===== src/hdl/dlr_pkg.sv =====
// ----------------------------------------------------------------------------
// dlr_pkg
// Shared widths, constants and controller/datapath interface types for the
// DDA line rasterizer.
// ----------------------------------------------------------------------------
package dlr_pkg;

    localparam int COORD_BITS  = 10;
    localparam int FRAC_BITS   = 16;
    localparam int POS_BITS    = COORD_BITS + FRAC_BITS + 1;
    localparam int STEP_BITS   = FRAC_BITS + 2;
    localparam int QUO_BITS    = FRAC_BITS + 1;
    localparam int CNT_BITS    = COORD_BITS + 1;
    localparam int ITER_BITS   = $clog2(QUO_BITS);
    localparam int WIDTH_BITS  = 11;
    localparam int ADDR_BITS   = 20;
    localparam int COLOR_BITS  = 32;
    localparam int IN_BITS     = 4 * COORD_BITS + COLOR_BITS;
    localparam int IN_BYTES    = (IN_BITS + 7) / 8;
    localparam int OUT_BITS    = 2 * COORD_BITS + ADDR_BITS + COLOR_BITS;
    localparam int OUT_BYTES   = (OUT_BITS + 7) / 8;

    localparam logic [WIDTH_BITS-1:0] WIDTH_RESET = WIDTH_BITS'(1024);
    localparam logic [COORD_BITS-1:0] COORD_MAX   = {COORD_BITS{1'b1}};
    localparam logic [POS_BITS:0]     HALF_UNIT   = (POS_BITS + 1)'(1) << (FRAC_BITS - 1);

    localparam logic OP_LOAD = 1'b0;
    localparam logic OP_STEP = 1'b1;

    typedef enum logic [2:0] {
        ST_IDLE,
        ST_DIVIDE,
        ST_ROUND,
        ST_ADDR
    } dlr_state_t;

    typedef struct packed {
        logic load;
        logic div_step;
        logic advance;
        logic round;
        logic out_load;
    } dlr_cmd_t;

    typedef struct packed {
        logic zero_len;
        logic div_last;
        logic active;
        logic out_free;
    } dlr_status_t;

endpackage


===== src/hdl/dda_line_rasterizer.sv =====
// ----------------------------------------------------------------------------
// dda_line_rasterizer
// DDA line rasterizer producing frame buffer pixel writes.
// ----------------------------------------------------------------------------
// A load word (tuser 0) takes the endpoints and colour and yields the first
// pixel; each step word (tuser 1) yields the next pixel until the end point,
// which carries tlast. A step word with no line in progress is taken and
// yields nothing. A load passes from acceptance through taking the word, the
// restoring divider that forms both per-step increments one quotient bit a
// cycle, rounding and the address multiply-add; a line with equal endpoints
// skips the divide iterations. A step passes through accept and accumulate,
// round and address.
// The input is taken again as soon as the result sits in the output register.
// ----------------------------------------------------------------------------
module dda_line_rasterizer
(
    input  logic                                 clk,
    input  logic                                 rst_n,
    // tdata: start_x, start_y, end_x, end_y, line_color (lowest bit up)
    input  logic [dlr_pkg::IN_BYTES*8-1:0]       s_axis_tdata,
    // tuser: opcode
    input  logic                                 s_axis_tuser,
    input  logic                                 s_axis_tvalid,
    output logic                                 s_axis_tready,
    // tdata: pixel_x, pixel_y, pixel_address, pixel_color (lowest bit up)
    output logic [dlr_pkg::OUT_BYTES*8-1:0]      m_axis_tdata,
    output logic                                 m_axis_tlast,
    output logic                                 m_axis_tvalid,
    input  logic                                 m_axis_tready,
    input  logic [dlr_pkg::WIDTH_BITS-1:0]       cfg_data,
    input  logic                                 cfg_valid,
    output logic                                 cfg_ready
);

    localparam int CB = dlr_pkg::COORD_BITS;

    dlr_pkg::dlr_cmd_t    cmd;
    dlr_pkg::dlr_status_t status;

    logic [CB-1:0]                   pixel_x, pixel_y;
    logic [dlr_pkg::ADDR_BITS-1:0]   pixel_address;
    logic [dlr_pkg::COLOR_BITS-1:0]  pixel_color;

    assign cfg_ready = 1'b1;

    dlr_ctrl u_ctrl
    (
        .clk       (clk),
        .rst_n     (rst_n),
        .in_valid  (s_axis_tvalid),
        .in_opcode (s_axis_tuser),
        .in_ready  (s_axis_tready),
        .status    (status),
        .cmd       (cmd)
    );

    dlr_datapath u_datapath
    (
        .clk           (clk),
        .rst_n         (rst_n),
        .start_x       (s_axis_tdata[CB-1:0]),
        .start_y       (s_axis_tdata[2*CB-1:CB]),
        .end_x         (s_axis_tdata[3*CB-1:2*CB]),
        .end_y         (s_axis_tdata[4*CB-1:3*CB]),
        .line_color    (s_axis_tdata[4*CB+dlr_pkg::COLOR_BITS-1:4*CB]),
        .cfg_write     (cfg_valid && cfg_ready),
        .cfg_width     (cfg_data),
        .cmd           (cmd),
        .status        (status),
        .out_valid     (m_axis_tvalid),
        .out_ready     (m_axis_tready),
        .pixel_x       (pixel_x),
        .pixel_y       (pixel_y),
        .pixel_address (pixel_address),
        .pixel_color   (pixel_color),
        .last_pixel    (m_axis_tlast)
    );

    assign m_axis_tdata = (dlr_pkg::OUT_BYTES*8)'({pixel_color, pixel_address,
                                                   pixel_y, pixel_x});

endmodule


===== src/hdl/dlr_ctrl.sv =====
// ----------------------------------------------------------------------------
// dlr_ctrl
// Sequencer for the rasterizer: input handshake, divide iterations, rounding
// and output register load.
// ----------------------------------------------------------------------------
module dlr_ctrl
(
    input  logic                 clk,
    input  logic                 rst_n,
    input  logic                 in_valid,
    input  logic                 in_opcode,
    output logic                 in_ready,
    input  dlr_pkg::dlr_status_t status,
    output dlr_pkg::dlr_cmd_t    cmd
);

    dlr_pkg::dlr_state_t state_reg;
    dlr_pkg::dlr_state_t state_next;

    always_ff @(posedge clk or negedge rst_n)
    begin
        if (!rst_n)
        begin
            state_reg <= dlr_pkg::ST_IDLE;
        end
        else
        begin
            state_reg <= state_next;
        end
    end

    always_comb
    begin
        state_next = state_reg;
        cmd        = '0;
        in_ready   = 1'b0;
        case (state_reg)
            dlr_pkg::ST_IDLE:
            begin
                in_ready = 1'b1;
                if (in_valid)
                begin
                    if (in_opcode == dlr_pkg::OP_LOAD)
                    begin
                        cmd.load   = 1'b1;
                        state_next = dlr_pkg::ST_DIVIDE;
                    end
                    else if (status.active)
                    begin
                        cmd.advance = 1'b1;
                        state_next  = dlr_pkg::ST_ROUND;
                    end
                    // drop a step word with no line in progress
                end
            end
            dlr_pkg::ST_DIVIDE:
            begin
                if (status.zero_len)
                begin
                    state_next = dlr_pkg::ST_ROUND;
                end
                else
                begin
                    cmd.div_step = 1'b1;
                    if (status.div_last)
                    begin
                        state_next = dlr_pkg::ST_ROUND;
                    end
                end
            end
            dlr_pkg::ST_ROUND:
            begin
                cmd.round  = 1'b1;
                state_next = dlr_pkg::ST_ADDR;
            end
            dlr_pkg::ST_ADDR:
            begin
                // hold until the output register can take the word
                if (status.out_free)
                begin
                    cmd.out_load = 1'b1;
                    state_next   = dlr_pkg::ST_IDLE;
                end
            end
            default:
            begin
                state_next = dlr_pkg::ST_IDLE;
            end
        endcase
    end

endmodule


===== src/hdl/dlr_datapath.sv =====
// ----------------------------------------------------------------------------
// dlr_datapath
// Increment dividers, position accumulators, coordinate rounding, address
// multiply-add and the output register.
// ----------------------------------------------------------------------------
module dlr_datapath
(
    input  logic                                clk,
    input  logic                                rst_n,
    input  logic [dlr_pkg::COORD_BITS-1:0]      start_x,
    input  logic [dlr_pkg::COORD_BITS-1:0]      start_y,
    input  logic [dlr_pkg::COORD_BITS-1:0]      end_x,
    input  logic [dlr_pkg::COORD_BITS-1:0]      end_y,
    input  logic [dlr_pkg::COLOR_BITS-1:0]      line_color,
    input  logic                                cfg_write,
    input  logic [dlr_pkg::WIDTH_BITS-1:0]      cfg_width,
    input  dlr_pkg::dlr_cmd_t                   cmd,
    output dlr_pkg::dlr_status_t                status,
    output logic                                out_valid,
    input  logic                                out_ready,
    output logic [dlr_pkg::COORD_BITS-1:0]      pixel_x,
    output logic [dlr_pkg::COORD_BITS-1:0]      pixel_y,
    output logic [dlr_pkg::ADDR_BITS-1:0]       pixel_address,
    output logic [dlr_pkg::COLOR_BITS-1:0]      pixel_color,
    output logic                                last_pixel
);

    localparam int CB = dlr_pkg::COORD_BITS;
    localparam int FB = dlr_pkg::FRAC_BITS;
    localparam int PB = dlr_pkg::POS_BITS;
    localparam int SB = dlr_pkg::STEP_BITS;
    localparam int QB = dlr_pkg::QUO_BITS;
    localparam int NB = dlr_pkg::CNT_BITS;
    localparam int IB = dlr_pkg::ITER_BITS;
    localparam int WB = dlr_pkg::WIDTH_BITS;
    localparam int AB = dlr_pkg::ADDR_BITS;
    localparam int MB = WB + CB;

    // ---- registers ----------------------------------------------------------
    logic [WB-1:0]         width_reg;
    logic [PB-1:0]         pos_x_reg, pos_x_next;
    logic [PB-1:0]         pos_y_reg, pos_y_next;
    logic [SB-1:0]         step_x_reg, step_x_next;
    logic [SB-1:0]         step_y_reg, step_y_next;
    logic [NB-1:0]         steps_reg, steps_next;
    logic [dlr_pkg::COLOR_BITS-1:0] color_reg;
    logic                  active_reg, active_next;
    logic                  last_reg, last_next;
    logic [CB-1:0]         len_reg;
    logic                  neg_x_reg, neg_y_reg;
    logic [CB:0]           rem_x_reg, rem_x_next;
    logic [CB:0]           rem_y_reg, rem_y_next;
    logic [QB-1:0]         bits_x_reg, bits_x_next;
    logic [QB-1:0]         bits_y_reg, bits_y_next;
    logic [QB-1:0]         quo_x_reg, quo_x_next;
    logic [QB-1:0]         quo_y_reg, quo_y_next;
    logic [IB-1:0]         iter_reg, iter_next;
    logic [CB-1:0]         coord_x_reg, coord_y_reg;
    logic                  out_valid_reg, out_valid_next;
    logic [CB-1:0]         out_x_reg, out_y_reg;
    logic [AB-1:0]         out_addr_reg;
    logic [dlr_pkg::COLOR_BITS-1:0] out_color_reg;
    logic                  out_last_reg;

    // ---- load geometry --------------------------------------------------------
    logic [CB:0]   dx, dy;
    logic [CB-1:0] ax, ay, len_in;

    assign dx     = {1'b0, end_x} - {1'b0, start_x};
    assign dy     = {1'b0, end_y} - {1'b0, start_y};
    assign ax     = dx[CB] ? CB'(-dx) : dx[CB-1:0];
    assign ay     = dy[CB] ? CB'(-dy) : dy[CB-1:0];
    assign len_in = (ax >= ay) ? ax : ay;

    // ---- restoring divide, one quotient bit a cycle per axis ------------------
    logic [CB+1:0] trial_x, trial_y;
    logic          ge_x, ge_y;
    logic [QB-1:0] q_x_final, q_y_final;

    assign trial_x   = {rem_x_reg, bits_x_reg[QB-1]} - {2'b00, len_reg};
    assign trial_y   = {rem_y_reg, bits_y_reg[QB-1]} - {2'b00, len_reg};
    assign ge_x      = !trial_x[CB+1];
    assign ge_y      = !trial_y[CB+1];
    assign q_x_final = {quo_x_reg[QB-2:0], ge_x};
    assign q_y_final = {quo_y_reg[QB-2:0], ge_y};

    // ---- rounding (half up) and clamp -----------------------------------------
    logic [PB:0]   round_x, round_y;
    logic [PB-FB:0] int_x, int_y;
    logic [CB-1:0] clamp_x, clamp_y;

    assign round_x = {pos_x_reg[PB-1], pos_x_reg} + dlr_pkg::HALF_UNIT;
    assign round_y = {pos_y_reg[PB-1], pos_y_reg} + dlr_pkg::HALF_UNIT;
    assign int_x   = round_x[PB:FB];
    assign int_y   = round_y[PB:FB];

    always_comb
    begin
        if (round_x[PB])
            clamp_x = '0;
        else if (int_x > {{(PB-FB+1-CB){1'b0}}, dlr_pkg::COORD_MAX})
            clamp_x = dlr_pkg::COORD_MAX;
        else
            clamp_x = int_x[CB-1:0];
        if (round_y[PB])
            clamp_y = '0;
        else if (int_y > {{(PB-FB+1-CB){1'b0}}, dlr_pkg::COORD_MAX})
            clamp_y = dlr_pkg::COORD_MAX;
        else
            clamp_y = int_y[CB-1:0];
    end

    logic [MB-1:0] addr_full;
    assign addr_full = MB'(width_reg) * MB'(coord_y_reg) + MB'(coord_x_reg);

    // ---- next state -----------------------------------------------------------
    always_comb
    begin
        pos_x_next     = pos_x_reg;
        pos_y_next     = pos_y_reg;
        step_x_next    = step_x_reg;
        step_y_next    = step_y_reg;
        steps_next     = steps_reg;
        active_next    = active_reg;
        last_next      = last_reg;
        rem_x_next     = rem_x_reg;
        rem_y_next     = rem_y_reg;
        bits_x_next    = bits_x_reg;
        bits_y_next    = bits_y_reg;
        quo_x_next     = quo_x_reg;
        quo_y_next     = quo_y_reg;
        iter_next      = iter_reg;
        out_valid_next = out_valid_reg;

        if (cmd.load)
        begin
            pos_x_next  = {1'b0, start_x, {FB{1'b0}}};
            pos_y_next  = {1'b0, start_y, {FB{1'b0}}};
            step_x_next = '0;
            step_y_next = '0;
            steps_next  = NB'(len_in);
            active_next = (len_in != '0);
            last_next   = (len_in == '0);
            // N = mag << FB; top bits of the quotient are zero since mag <= len
            rem_x_next  = {1'b0, 1'b0, ax[CB-1:1]};
            rem_y_next  = {1'b0, 1'b0, ay[CB-1:1]};
            bits_x_next = {ax[0], {(QB-1){1'b0}}};
            bits_y_next = {ay[0], {(QB-1){1'b0}}};
            quo_x_next  = '0;
            quo_y_next  = '0;
            iter_next   = '0;
        end

        if (cmd.div_step)
        begin
            rem_x_next  = ge_x ? trial_x[CB:0] : {rem_x_reg[CB-1:0], bits_x_reg[QB-1]};
            rem_y_next  = ge_y ? trial_y[CB:0] : {rem_y_reg[CB-1:0], bits_y_reg[QB-1]};
            bits_x_next = {bits_x_reg[QB-2:0], 1'b0};
            bits_y_next = {bits_y_reg[QB-2:0], 1'b0};
            quo_x_next  = q_x_final;
            quo_y_next  = q_y_final;
            iter_next   = iter_reg + IB'(1);
            if (status.div_last)
            begin
                step_x_next = neg_x_reg ? SB'(-{1'b0, q_x_final}) : {1'b0, q_x_final};
                step_y_next = neg_y_reg ? SB'(-{1'b0, q_y_final}) : {1'b0, q_y_final};
            end
        end

        if (cmd.advance)
        begin
            pos_x_next  = pos_x_reg + {{(PB-SB){step_x_reg[SB-1]}}, step_x_reg};
            pos_y_next  = pos_y_reg + {{(PB-SB){step_y_reg[SB-1]}}, step_y_reg};
            steps_next  = steps_reg - NB'(1);
            active_next = (steps_reg != NB'(1));
            last_next   = (steps_reg == NB'(1));
        end

        if (cmd.out_load)
            out_valid_next = 1'b1;
        else if (out_ready)
            out_valid_next = 1'b0;
    end

    // ---- control state --------------------------------------------------------
    always_ff @(posedge clk or negedge rst_n)
    begin
        if (!rst_n)
        begin
            width_reg     <= dlr_pkg::WIDTH_RESET;
            active_reg    <= 1'b0;
            steps_reg     <= '0;
            iter_reg      <= '0;
            out_valid_reg <= 1'b0;
        end
        else
        begin
            if (cfg_write)
                width_reg <= cfg_width;
            active_reg    <= active_next;
            steps_reg     <= steps_next;
            iter_reg      <= iter_next;
            out_valid_reg <= out_valid_next;
        end
    end

    // ---- payload --------------------------------------------------------------
    always_ff @(posedge clk)
    begin
        pos_x_reg  <= pos_x_next;
        pos_y_reg  <= pos_y_next;
        step_x_reg <= step_x_next;
        step_y_reg <= step_y_next;
        last_reg   <= last_next;
        rem_x_reg  <= rem_x_next;
        rem_y_reg  <= rem_y_next;
        bits_x_reg <= bits_x_next;
        bits_y_reg <= bits_y_next;
        quo_x_reg  <= quo_x_next;
        quo_y_reg  <= quo_y_next;
        if (cmd.load)
        begin
            color_reg <= line_color;
            len_reg   <= len_in;
            neg_x_reg <= dx[CB];
            neg_y_reg <= dy[CB];
        end
        if (cmd.round)
        begin
            coord_x_reg <= clamp_x;
            coord_y_reg <= clamp_y;
        end
        if (cmd.out_load)
        begin
            out_x_reg     <= coord_x_reg;
            out_y_reg     <= coord_y_reg;
            out_addr_reg  <= addr_full[AB-1:0];
            out_color_reg <= color_reg;
            out_last_reg  <= last_reg;
        end
    end

    assign status.zero_len = (len_reg == '0);
    assign status.div_last = (iter_reg == IB'(QB - 1));
    assign status.active   = active_reg;
    assign status.out_free = !out_valid_reg || out_ready;

    assign out_valid     = out_valid_reg;
    assign pixel_x       = out_x_reg;
    assign pixel_y       = out_y_reg;
    assign pixel_address = out_addr_reg;
    assign pixel_color   = out_color_reg;
    assign last_pixel    = out_last_reg;

endmodule


===== config.mk =====
export PLATFORM = sky130hd
export DESIGN_NAME = dda_line_rasterizer
export DESIGN_NICKNAME = d
export VERILOG_FILES = /design/src/hdl/dlr_pkg.sv /design/src/hdl/dda_line_rasterizer.sv /design/src/hdl/dlr_ctrl.sv /design/src/hdl/dlr_datapath.sv
export SDC_FILE = /design/constraint.sdc
export NUM_CORES = 1
export LEC_CHECK = 0
export BUFFER_PORTS_ARGS = -buffer_cell sky130_fd_sc_hd__buf_2
export CAP_MARGIN = 20
export CELL_PAD_IN_SITES_DETAIL_PLACEMENT = 0
export CELL_PAD_IN_SITES_GLOBAL_PLACEMENT = 2
export CORE_ASPECT_RATIO = 1.2
export CORE_UTILIZATION = 40
export DETAILED_ROUTE_END_ITERATION = 7
export HOLD_SLACK_MARGIN = 0.03
export MAX_ROUTING_LAYER = met4
export PLACE_DENSITY_LB_ADDON = 0.1
export SYNTH_ARGS = -nofsm -noshare
export SYNTH_HDL_FRONTEND = slang
export SYNTH_SLANG_ARGS = --single-unit

===== constraint.sdc =====
create_clock -name clk -period 6.4 [get_ports clk]
set_clock_uncertainty 0.1 [all_clocks]
set_input_delay 1.28 -clock clk [delete_from_list [all_inputs] [get_ports clk]]
set_output_delay 1.28 -clock clk [all_outputs]
set_load 0.03 [all_outputs]

==> summary.md, run 1 <==
| Metric | Value |
|---|---|
| RSZ-0062 raised after global routing | false |
| Full die area | 0.0536 sq mm |
| Starting Density | 0.408 |
| CTS max path bufs | 3 |
| Endpoints failing setup | 0 |
| Hold Path Class | reg2reg |
| H-Tree Level Count | 2 |
| Placer Congestion | approximately 0.84 |
| CP endpoint kind | flop |
| Slew Viols, Final | 0 |
| Worst slew margin | 0.392 |
| Min Hold Slack | around 0.32 ns |
| Setup tns final | 0 ns |
| Data arrival, critical path | 6.00 ns |
| FF+latch count, synth | around 320 |
| DR pass1 iterations | 6 |
| Critical path fanouts, max | 11 |
| Setup Buffers After CTS | 0 |
| Core ar. | roughly 0.052 sq mm |
| Syn. warnings | 0 |
| GRT Util Overall | 0.206 |
| Total CTS buffers | 38 |
| Synth Instances | a little over 2000 |
| Post-cts sizing count | 0 |
| Most frequent cells in the layout | edfxtp_1 (248), inv_1 (200), nand2_1 (184) |
| EDFF count, synth | about 250 |
| Critical path data required time | approximately 6.6 ns |
| Main flop type after synthesis | edfxtp_1 |
| Most common cell after layout, fill and taps aside | edfxtp_1 |
| DIE HEIGHT | about 250 microns |
| Iteration-0 DRC Markers | 685 |
| Clk_lat worst skew | 0.57 ns |
| Nets | 2557 |
| Grt total ovfl | 0 |
| Post-route DRC | 0 |
| Outcome | finished, final reports clean |
| Wire length after detailed routing | 52400 microns |
| Sequential cell area | between 0.008 and 0.009 sq mm |
| Final Cycle Share | 0.905 |
| Via density | ~5.2 |
| Synth cell types | between 70 and 80 |
| Post-DRT Antenna Nets | 0 |
| Worst R2R Setup Slack | roughly 0.6 ns |
| Post-route insts no fill | just under 3000 |
| Area of the multi-input gates | about 0.011 sq mm |
| Die width | 212 microns |
| DP HPWL | a little under 40000 microns |
| TritonCTS clock tree | yes |
| First-pass GRT wire length | 83800 microns |
| Area Growth Syn to Fin | 14.2% |
| Post-CTS Hold Fix Bufs | 0 |
| Number of global-route vias before repair | 15586 |
| DR WL/cell | between 15 and 20 microns |
| Layout fillers | approximately 5000 |
| Largest net degree at the start of global routing | between 50 and 60 |
| Measured slew at the worst slew-check pin | roughly 0.91 ns |
| Fraction of layout cells with a size suffix above 1 | 0.131 |
| Post-synthesis cell area | 0.0211 sq mm |
| Critical path startpoint category | flop |
| Clock Pin Slew Worst Setup and Hold Paths | about 0.06 ns |
| Total I/O pin count | around 170 |
| Clk root buf | clkbuf_16 |
| Setup CP Type | reg2reg |
| Sequential fraction of the synthesis area | 0.424 |
| Final Hold Viols | 0 |
| Cells after DPL | 2865 |
| Initial antenna violation count | 4 |
| Clk sinks | 315 |
| Placement Rows | 91 |
| Async set or reset register ratio after synthesis | 0.0984 |
| Syn nets | 2395 |
| Mapped Avg Cell Area | a little over 10 sq um |
| Routed vias | 15398 |
| Max Cap Viol | 0 |
| Period minus WS final | roughly 5.8 ns |
| Achievable frequency | about 170 MHz |
| Port Buffers | roughly 160 |
==> cell families (layout without fill, tap and decap cells) <==
| kind of cell | count (synthesis) | count (layout) | synth area share |
|---|---|---|---|
| simple gates | 606 | 606 | 0.140 |
| compound gates | 416 | 416 | 0.126 |
| flops | 315 | 315 | 0.424 |
| buf+inv | 274 | 466 | 0.0490 |
| fa+ha+maj | 259 | 259 | 0.184 |
| xor+xnor | 146 | 146 | 0.0610 |
| mux | 30 | 30 | 0.0153 |
| other cells | 1 | 6 | 0.000178 |
==> routing by layer <==
metal / routed length (microns) / up-vias / GRT usage / share of wire
met5: 0 / - / - / 0
li1: - / 7548 / - / -
met4: 1040 / 0 / 0.0507 / 0.020
met2: 26800 / 253 / 0.361 / 0.51
met3: 2150 / 60 / 0.0287 / 0.041
met1: 22500 / 7537 / 0.247 / 0.43
==> synthesized netlist by cell type (52+ instances only) <==
master    number  area, sq um
clkbuf_1      68          255
and2_1        52          325
nand2_1      187          702
xor2_1        66          578
edfxtp_1     248         7450
a21oi_1       93          465
nand3_1       75          375
xnor2_1       79          692
fa_1          85         1700
o21ai_0      120          601
inv_1        201          754
nor2_1       108          405
ha_1         174         2180
==> per-stage QoR <==
step	area, sq um	util	worst slack [ns]
2_1_floorplan	21100	-	0.944
3_3_place_gp	22700	0.440	0.400
4_1_cts	24000	0.465	0.558
5_1_grt	24100	0.465	0.326
3_5_place_dp	22700	0.440	0.360
6_report	24100	0.466	0.610
==> layout make-up <==
class	count	area share
Antenna cell	5	0.000520
Clock buffer	49	0.0425
Clock inverter	21	0.0110
Inverter	204	0.0318
Multi-Input combinational cell	1458	0.462
Sequential cell	315	0.372
Tap cell	697	0.0362
Timing Repair Buffer	192	0.0443
==> worst max-delay path: stages, from the launching register on <==
cell     delay [ns]
dfrtp_1        0.60
nand2_1        0.15
fa_1           0.55
inv_1          0.05
fa_1           0.53
inv_1          0.06
fa_1           0.53
inv_1          0.06
fa_1           0.53
inv_1          0.06
fa_1           0.53
inv_1          0.04
ha_1           0.32
and3_1         0.18
a21oi_1        0.20
o21ai_0        0.22
nor2b_1        0.15
nor2_1         0.08
a41oi_1        0.32
a21oi_1        0.13
xnor2_1        0.14
==> final timing paths <==
check	start	end	depth (start not counted)
setup / recovery	u_datapath.width_reg[2]$_DFFE_PN0P_	u_datapath.pixel_address[19]$_DFFE_PP_	20
setup reg to reg	u_datapath.width_reg[2]$_DFFE_PN0P_	u_datapath.pixel_address[19]$_DFFE_PP_	20
min in group asynchronous	rst_n	u_datapath.out_valid$_DFFE_PN0P_	1
max in group asynchronous	rst_n	u_datapath.width_reg[4]$_DFFE_PN0P_	1
hold / removal	u_datapath.color_reg[23]$_DFFE_PP_	u_datapath.pixel_color[23]$_DFFE_PP_	0
hold reg to reg	u_datapath.color_reg[23]$_DFFE_PP_	u_datapath.pixel_color[23]$_DFFE_PP_	0
Power of run 1 is not shown: default switching activity piles up to over one toggle a cycle in this logic, so the estimate is an artifact.
==> run 2: changes to the inputs <==
Settings changed: ABC_AREA set to 1, CORE_UTILIZATION 40 to 38.
==> summary.md, run 2 <==
| Metric | Value |
|---|---|
| Outcome | finished, final reports clean |
| DR WL/cell | 17.5 microns (-1.7%) |
| Area contributors post-synth | edfxtp_1 (34%), ha_1 (9.8%), nand2_1 (8.9%) |
| Mapped Avg Cell Area | 8.64 sq um (-16%) |
| Post-synthesis cell area | 0.0222 sq mm (+5.4%) |
| Most common cell after layout, fill and taps aside | nand2_1 |
| Main flop type after synthesis | edfxtp_1 |
| FF+latch count, synth | 315 (unchanged) |
| Post-cts sizing count | 0 (unchanged) |
| Endpoints failing setup | 0 (unchanged) |
| Area Growth Syn to Fin | 13.0% |
| TritonCTS clock tree | yes |
| CTS max path bufs | 3 (unchanged) |
| Grt total ovfl | 0 (unchanged) |
| EDFF count, synth | 248 (unchanged) |
| Setup CP Type | reg2reg |
| Slew Viols, Final | 0 (unchanged) |
| Min Hold Slack | 0.317 ns (-0.00112 ns) |
| Max Cap Viol | 0 (unchanged) |
| Sequential fraction of the synthesis area | 0.403 (-0.0218) |
| Sequential cell area | 0.00894 sq mm (unchanged) |
| Nets | 3075 (+20%) |
| DR pass1 iterations | 5 (-1) |
| Largest family of logic cells by synthesized area | simple AND/OR/NAND/NOR gates |
| Placement Rows | 96 (+5.5%) |
| Core ar. | 0.0575 sq mm (+11%) |
| Full die area | 0.0595 sq mm (+11%) |
| Critical path startpoint category | flop |
| Post-route DRC | 0 (unchanged) |
| Synth top area share | 0.335 (-0.0181) |
| Synth cell types | 61 (-22%) |
| Count leader, synth | nand2_1 |
| GRT Util Overall | 0.215 (+0.00906) |
| Area of the multi-input gates | 0.0114 sq mm (+2.5%) |
| Wire length after detailed routing | 61300 microns (+17%) |
| Number of global-route vias before repair | 17576 (+13%) |
| Total CTS buffers | 38 (unchanged) |
| Period minus WS final | 5.57 ns (-0.222 ns) |
| Die width | 223 microns (+5.3%) |
| Synth top cells by count | nand2_1 (529), inv_1 (419), edfxtp_1 (248) |
| Data arrival, critical path | 5.78 ns (-0.22 ns) |
| Clk_lat worst skew | 0.57 ns (about the same) |
| Setup tns final | 0 ns (unchanged) |
| Clk sinks | 315 (unchanged) |
| Syn. warnings | 0 (unchanged) |
| Fraction of layout cells with a size suffix above 1 | 0.123 (-0.00799) |
| Measured slew at the worst slew-check pin | 1.07 ns (+0.156 ns) |
| Setup Buffers After CTS | 0 (unchanged) |
| Post-synthesis mux area share | 0.00557 (-0.00974) |
| DIE HEIGHT | 267 microns (+5.3%) |
| Syn nets | 2921 (+22%) |
| Via density | 4.99 (-4.6%) |
| Initial antenna violation count | 5 (+1) |
| Port Buffers | 163 (unchanged) |
| Total I/O pin count | 165 (unchanged) |
| Critical path data required time | 6.61 ns (about the same) |
| Worst slew margin | 0.286 (-0.106) |
| Async set or reset register ratio after synthesis | 0.0984 (unchanged) |
| DP HPWL | 48000 microns (+21%) |
| Adder-Cell Fraction of Synth Area | 0.175 (-0.00945) |
| Achievable frequency | 180 MHz (+4.0%) |
| H-Tree Level Count | 2 (unchanged) |
| Starting Density | 0.386 (-0.0216) |
| Synth Instances | 2573 (+26%) |
| Synth Area in XOR/XNOR | 0.0279 (-0.0331) |
| Largest net degree at the start of global routing | 60 (+7.1%) |
| RSZ-0062 raised after global routing | false |
| Post-CTS Hold Fix Bufs | 0 (unchanged) |
| Routed vias | 17453 (+13%) |
| Placer Congestion | 0.841 (+0.65%) |
| Cell taking the most area after synthesis | edfxtp_1 |
| Post-Synth Simple-Gate Area | 0.193 (+0.0532) |
| Post-DRT Antenna Nets | 0 (unchanged) |
| Layout fillers | 5800 (+17%) |
| Iteration-0 DRC Markers | 819 (+20%) |
| CP endpoint kind | flop |
| Most frequent cells in the layout | nand2_1 (528), inv_1 (417), edfxtp_1 (248) |
| Critical path fanouts, max | 11 (unchanged) |
| Hold Path Class | reg2reg |
| Synth Area in Compound Gates | 0.110 (-0.0158) |
| First-pass GRT wire length | 96600 microns (+15%) |
| Clock Pin Slew Worst Setup and Hold Paths | 0.06 ns (about the same) |
| Clk root buf | clkbuf_16 |
| Final Cycle Share | 0.870 (-0.0347) |
| Final Hold Viols | 0 (unchanged) |
## run 2: worst paths after layout
check                                                         start  depth (start not counted)  slack (ns)                                      to
worst max-delay path            u_datapath.width_reg[0]$_DFFE_PN0P_                         17        0.83  u_datapath.pixel_address[16]$_DFFE_PP_
worst min-delay path             u_datapath.color_reg[11]$_DFFE_PP_                          0        0.32    u_datapath.pixel_color[11]$_DFFE_PP_
worst max register to register  u_datapath.width_reg[0]$_DFFE_PN0P_                         17        0.83  u_datapath.pixel_address[16]$_DFFE_PP_
worst min register to register   u_datapath.color_reg[11]$_DFFE_PP_                          0        0.32    u_datapath.pixel_color[11]$_DFFE_PP_
max in group asynchronous                                     rst_n                          1        4.94     u_datapath.steps_reg[8]$_DFFE_PN0P_
min in group asynchronous                                     rst_n                          1        0.72    u_datapath.steps_reg[10]$_DFFE_PN0P_
## run 2: critical path, stage by stage, from the launching register on
cell	delay [ns]
dfrtp_1	0.64
nand2_1	0.17
fa_1	0.53
fa_1	0.55
inv_1	0.06
fa_1	0.53
inv_1	0.06
fa_1	0.53
inv_1	0.05
fa_1	0.47
ha_1	0.36
a21oi_1	0.13
o21ai_1	0.14
a21oi_1	0.18
o21ai_1	0.11
a21boi_0	0.42
o21ai_1	0.13
xor2_1	0.16
## run 2: cells by family after synthesis
family,Yosys count
and+or+nand+nor,991
DFF,315
muxes,11
xor gates and xnor gates,69
adders and majority gates,259
other,1
buffers and inverters,493
AOI/OAI and AO/OA,434
## run 2: cell type report
type / count / area share
Timing Repair Buffer: 179 / 0.0373
Sequential cell: 315 / 0.356
Antenna cell: 4 / 0.000399
Clock inverter: 18 / 0.00822
Multi-Input combinational cell: 1765 / 0.454
Clock buffer: 52 / 0.0432
Tap cell: 735 / 0.0366
Inverter: 428 / 0.0641
## run 2: per-stage QoR
step                cells  instance area, sq um   util  setup slack [ns]
floorplan            2573                 22200      -             0.933
global placement     3422                 23800  0.414             0.898
detailed placement   3422                 23800  0.414             0.832
CTS                  3492                 25100  0.436             0.867
global route         3494                 25100  0.436             0.597
finish               3496                 25100  0.436             0.832
## run 2: layer usage
| metal | GRT usage | vias up | routed length, microns |
|---|---|---|---|
| met1 | 0.261 | 8256 | 27100 |
| met2 | 0.375 | 268 | 30700 |
| li1 | - | 8861 | - |
| met3 | 0.0253 | 68 | 1980 |
| met4 | 0.0600 | 0 | 1450 |
| met5 | - | - | 0 |
Power of run 2 is left out for the same reason.
==> run 3: changes to the inputs <==
Clock period 6.4 ns to 6.15 ns, I/O delays scaled along.
==> summary.md, run 3 (synthesis results as in run 2) <==
| Metric | Value |
|---|---|
| Outcome | finished, final reports clean |
| TritonCTS clock tree | yes |
| DR WL/cell | 17.6 microns (+0.25%) |
| Total CTS buffers | 39 (+2.6%) |
| Layout fillers | 5799 (-0.017%) |
| Hold Path Class | reg2reg |
| Number of global-route vias before repair | 17245 (-1.9%) |
| Sum of buffers and inverters on the critical path | 3 (unchanged) |
| Placement Rows | 96 (unchanged) |
| Placer Congestion | 0.845 (+0.46%) |
| Nets | 3074 (-0.033%) |
| Data arrival, critical path | 5.75 ns (-0.03 ns) |
| Post-cts sizing count | 0 (unchanged) |
| Max stage delay on crit path | 0.62 ns (-0.02 ns) |
| Most frequent cells in the layout | nand2_1 (528), inv_1 (417), edfxtp_1 (248) |
| Setup tns final | 0 ns (unchanged) |
| Achievable frequency | 181 MHz (+0.54%) |
| CTS max path bufs | 3 (unchanged) |
| Worst path cell trace | nand2_1 -> fa_1 -> fa_1 -> inv_1 -> fa_1 -> inv_1 -> fa_1 -> inv_1 -> fa_1 -> ha_1 -> a21oi_1 -> o21ai_1 -> a21oi_1 -> o21ai_1 -> a21boi_0 -> o21ai_1 -> xor2_1 |
| Fraction of layout cells with a size suffix above 1 | 0.124 (+0.000815) |
| Core ar. | 0.0575 sq mm (unchanged) |
| Final Cycle Share | 0.901 (+0.0305) |
| Worst slack, placed | 0.630 ns (-0.202 ns) |
| Total I/O pin count | 165 (unchanged) |
| Worst slew margin | 0.280 (-0.00617) |
| DIE HEIGHT | 267 microns (unchanged) |
| Routed vias | 17394 (-0.34%) |
| DP HPWL | 48200 microns (+0.55%) |
| Post-route insts no fill | 3492 (-0.11%) |
| Area Growth Syn to Fin | 13.1% |
| Critical path fanouts, max | 12 (+1) |
| Clock Pin Slew Worst Setup and Hold Paths | 0.06 ns (about the same) |
| Most common cell on crit path | fa_1 |
| Clk sinks | 315 (unchanged) |
| Post-DRT Antenna Nets | 0 (unchanged) |
| Clk root buf | clkbuf_16 |
| Sequential cell area | 0.00894 sq mm (unchanged) |
| Clk_lat worst skew | 0.57 ns (about the same) |
| Top Metal Used | met4 |
| Period minus WS final | 5.54 ns (-0.0300 ns) |
| Worst path slowest cell | edfxtp_1 |
| Full die area | 0.0595 sq mm (unchanged) |
| Setup Buffers After CTS | 0 (unchanged) |
| Cells after DPL | 3420 (-0.058%) |
| First-pass GRT wire length | 95800 microns (-0.80%) |
| Most common cell after layout, fill and taps aside | nand2_1 |
| Critical path data required time | 6.36 ns (-0.25 ns) |
| Die width | 223 microns (unchanged) |
| Port Buffers | 163 (unchanged) |
| Wire length after detailed routing | 61300 microns (+0.13%) |
| Endpoints failing setup | 0 (unchanged) |
| Final Hold Viols | 0 (unchanged) |
| Slew Viols, Final | 0 (unchanged) |
| Worst R2R Setup Slack | 0.61 ns (-0.22 ns) |
| RSZ-0062 raised after global routing | false |
| Area of the multi-input gates | 0.0114 sq mm (unchanged) |
| Iteration-0 DRC Markers | 750 (-8.4%) |
| Largest net degree at the start of global routing | 68 (+13%) |
| Setup ws final | 0.612 ns (-0.220 ns) |
| Post-route DRC | 0 (unchanged) |
| Initial antenna violation count | 5 (unchanged) |
| Via density | 4.98 (-0.22%) |
| Post-CTS Hold Fix Bufs | 0 (unchanged) |
| DR pass1 iterations | 5 (unchanged) |
| H-Tree Level Count | 2 (unchanged) |
| Starting Density | 0.386 (unchanged) |
| Met3 wire length | 2020 microns (+2.1%) |
| Top delay family on crit path | adder cells |
| CP endpoint kind | flop |
| Met2 WL | 30700 microns (-0.16%) |
| Critical path startpoint category | flop |
| Measured slew at the worst slew-check pin | 1.08 ns (+0.0116 ns) |
| GRT Util Overall | 0.214 (-0.000987) |
| Max Cap Viol | 0 (unchanged) |
| Setup CP Type | reg2reg |
| Met1 WL | 27100 microns (+0.11%) |
| Core Util, Final | 0.437 (+0.000478) |
| Grt total ovfl | 0 (unchanged) |
==> run 3: changes by cell type in the layout (fill, tap and decap cells not counted), sizes merged <==
| cell | before | now |
|---|---|---|
| clkbuf | 52 | 46 |
| clkinv | 12 | 17 |
| buf | 179 | 177 |
| diode | 4 | 2 |
| bufinv | 3 | 4 |
==> run 3: worst paths after layout <==
kind | start | end | cells past startpoint
worst max-delay path | u_datapath.coord_y_reg[9]$_SDFFCE_PP0N_ | u_datapath.pixel_address[16]$_DFFE_PP_ | 17
worst min-delay path | u_datapath.color_reg[5]$_DFFE_PP_ | u_datapath.pixel_color[5]$_DFFE_PP_ | 0
worst max register to register | u_datapath.coord_y_reg[9]$_SDFFCE_PP0N_ | u_datapath.pixel_address[16]$_DFFE_PP_ | 17
worst min register to register | u_datapath.color_reg[5]$_DFFE_PP_ | u_datapath.pixel_color[5]$_DFFE_PP_ | 0
max in group asynchronous | rst_n | u_datapath.steps_reg[5]$_DFFE_PN0P_ | 1
min in group asynchronous | rst_n | u_datapath.steps_reg[1]$_DFFE_PN0P_ | 1
==> run 3: area by class of cell <==
class | count | share of cell area
Antenna cell | 2 | 0.000199
Clock buffer | 46 | 0.0428
Clock inverter | 24 | 0.0105
Inverter | 428 | 0.0640
Multi-Input combinational cell | 1765 | 0.453
Sequential cell | 315 | 0.356
Tap cell | 735 | 0.0366
Timing Repair Buffer | 177 | 0.0366
==> run 3: layer usage <==
metal | GRT usage | vias up
met4 | 0.0570 | 0
met5 | - | -
li1 | - | 8853
met3 | 0.0240 | 82
met1 | 0.262 | 8186
met2 | 0.372 | 273
==> run 3: through the flow <==
stage | area (sq um) | hold slack (ns)
finish | 25100 | 0.316
global route | 25100 | 0.323
CTS | 25100 | 0.319
detailed placement | 23800 | 0.305
global placement | 23800 | 0.300
floorplan | 22200 | 0.300
==> run 3: worst reg2reg max path: stages, from the launching register on <==
cell      delay (ns)
edfxtp_1        0.62
nand2_1         0.15
fa_1            0.56
fa_1            0.56
inv_1           0.06
fa_1            0.52
inv_1           0.06
fa_1            0.53
inv_1           0.06
fa_1            0.47
ha_1            0.37
a21oi_1         0.15
o21ai_1         0.14
a21oi_1         0.17
o21ai_1         0.10
a21boi_0        0.40
o21ai_1         0.13
xor2_1          0.15
Power of run 3 is left out for the same reason.
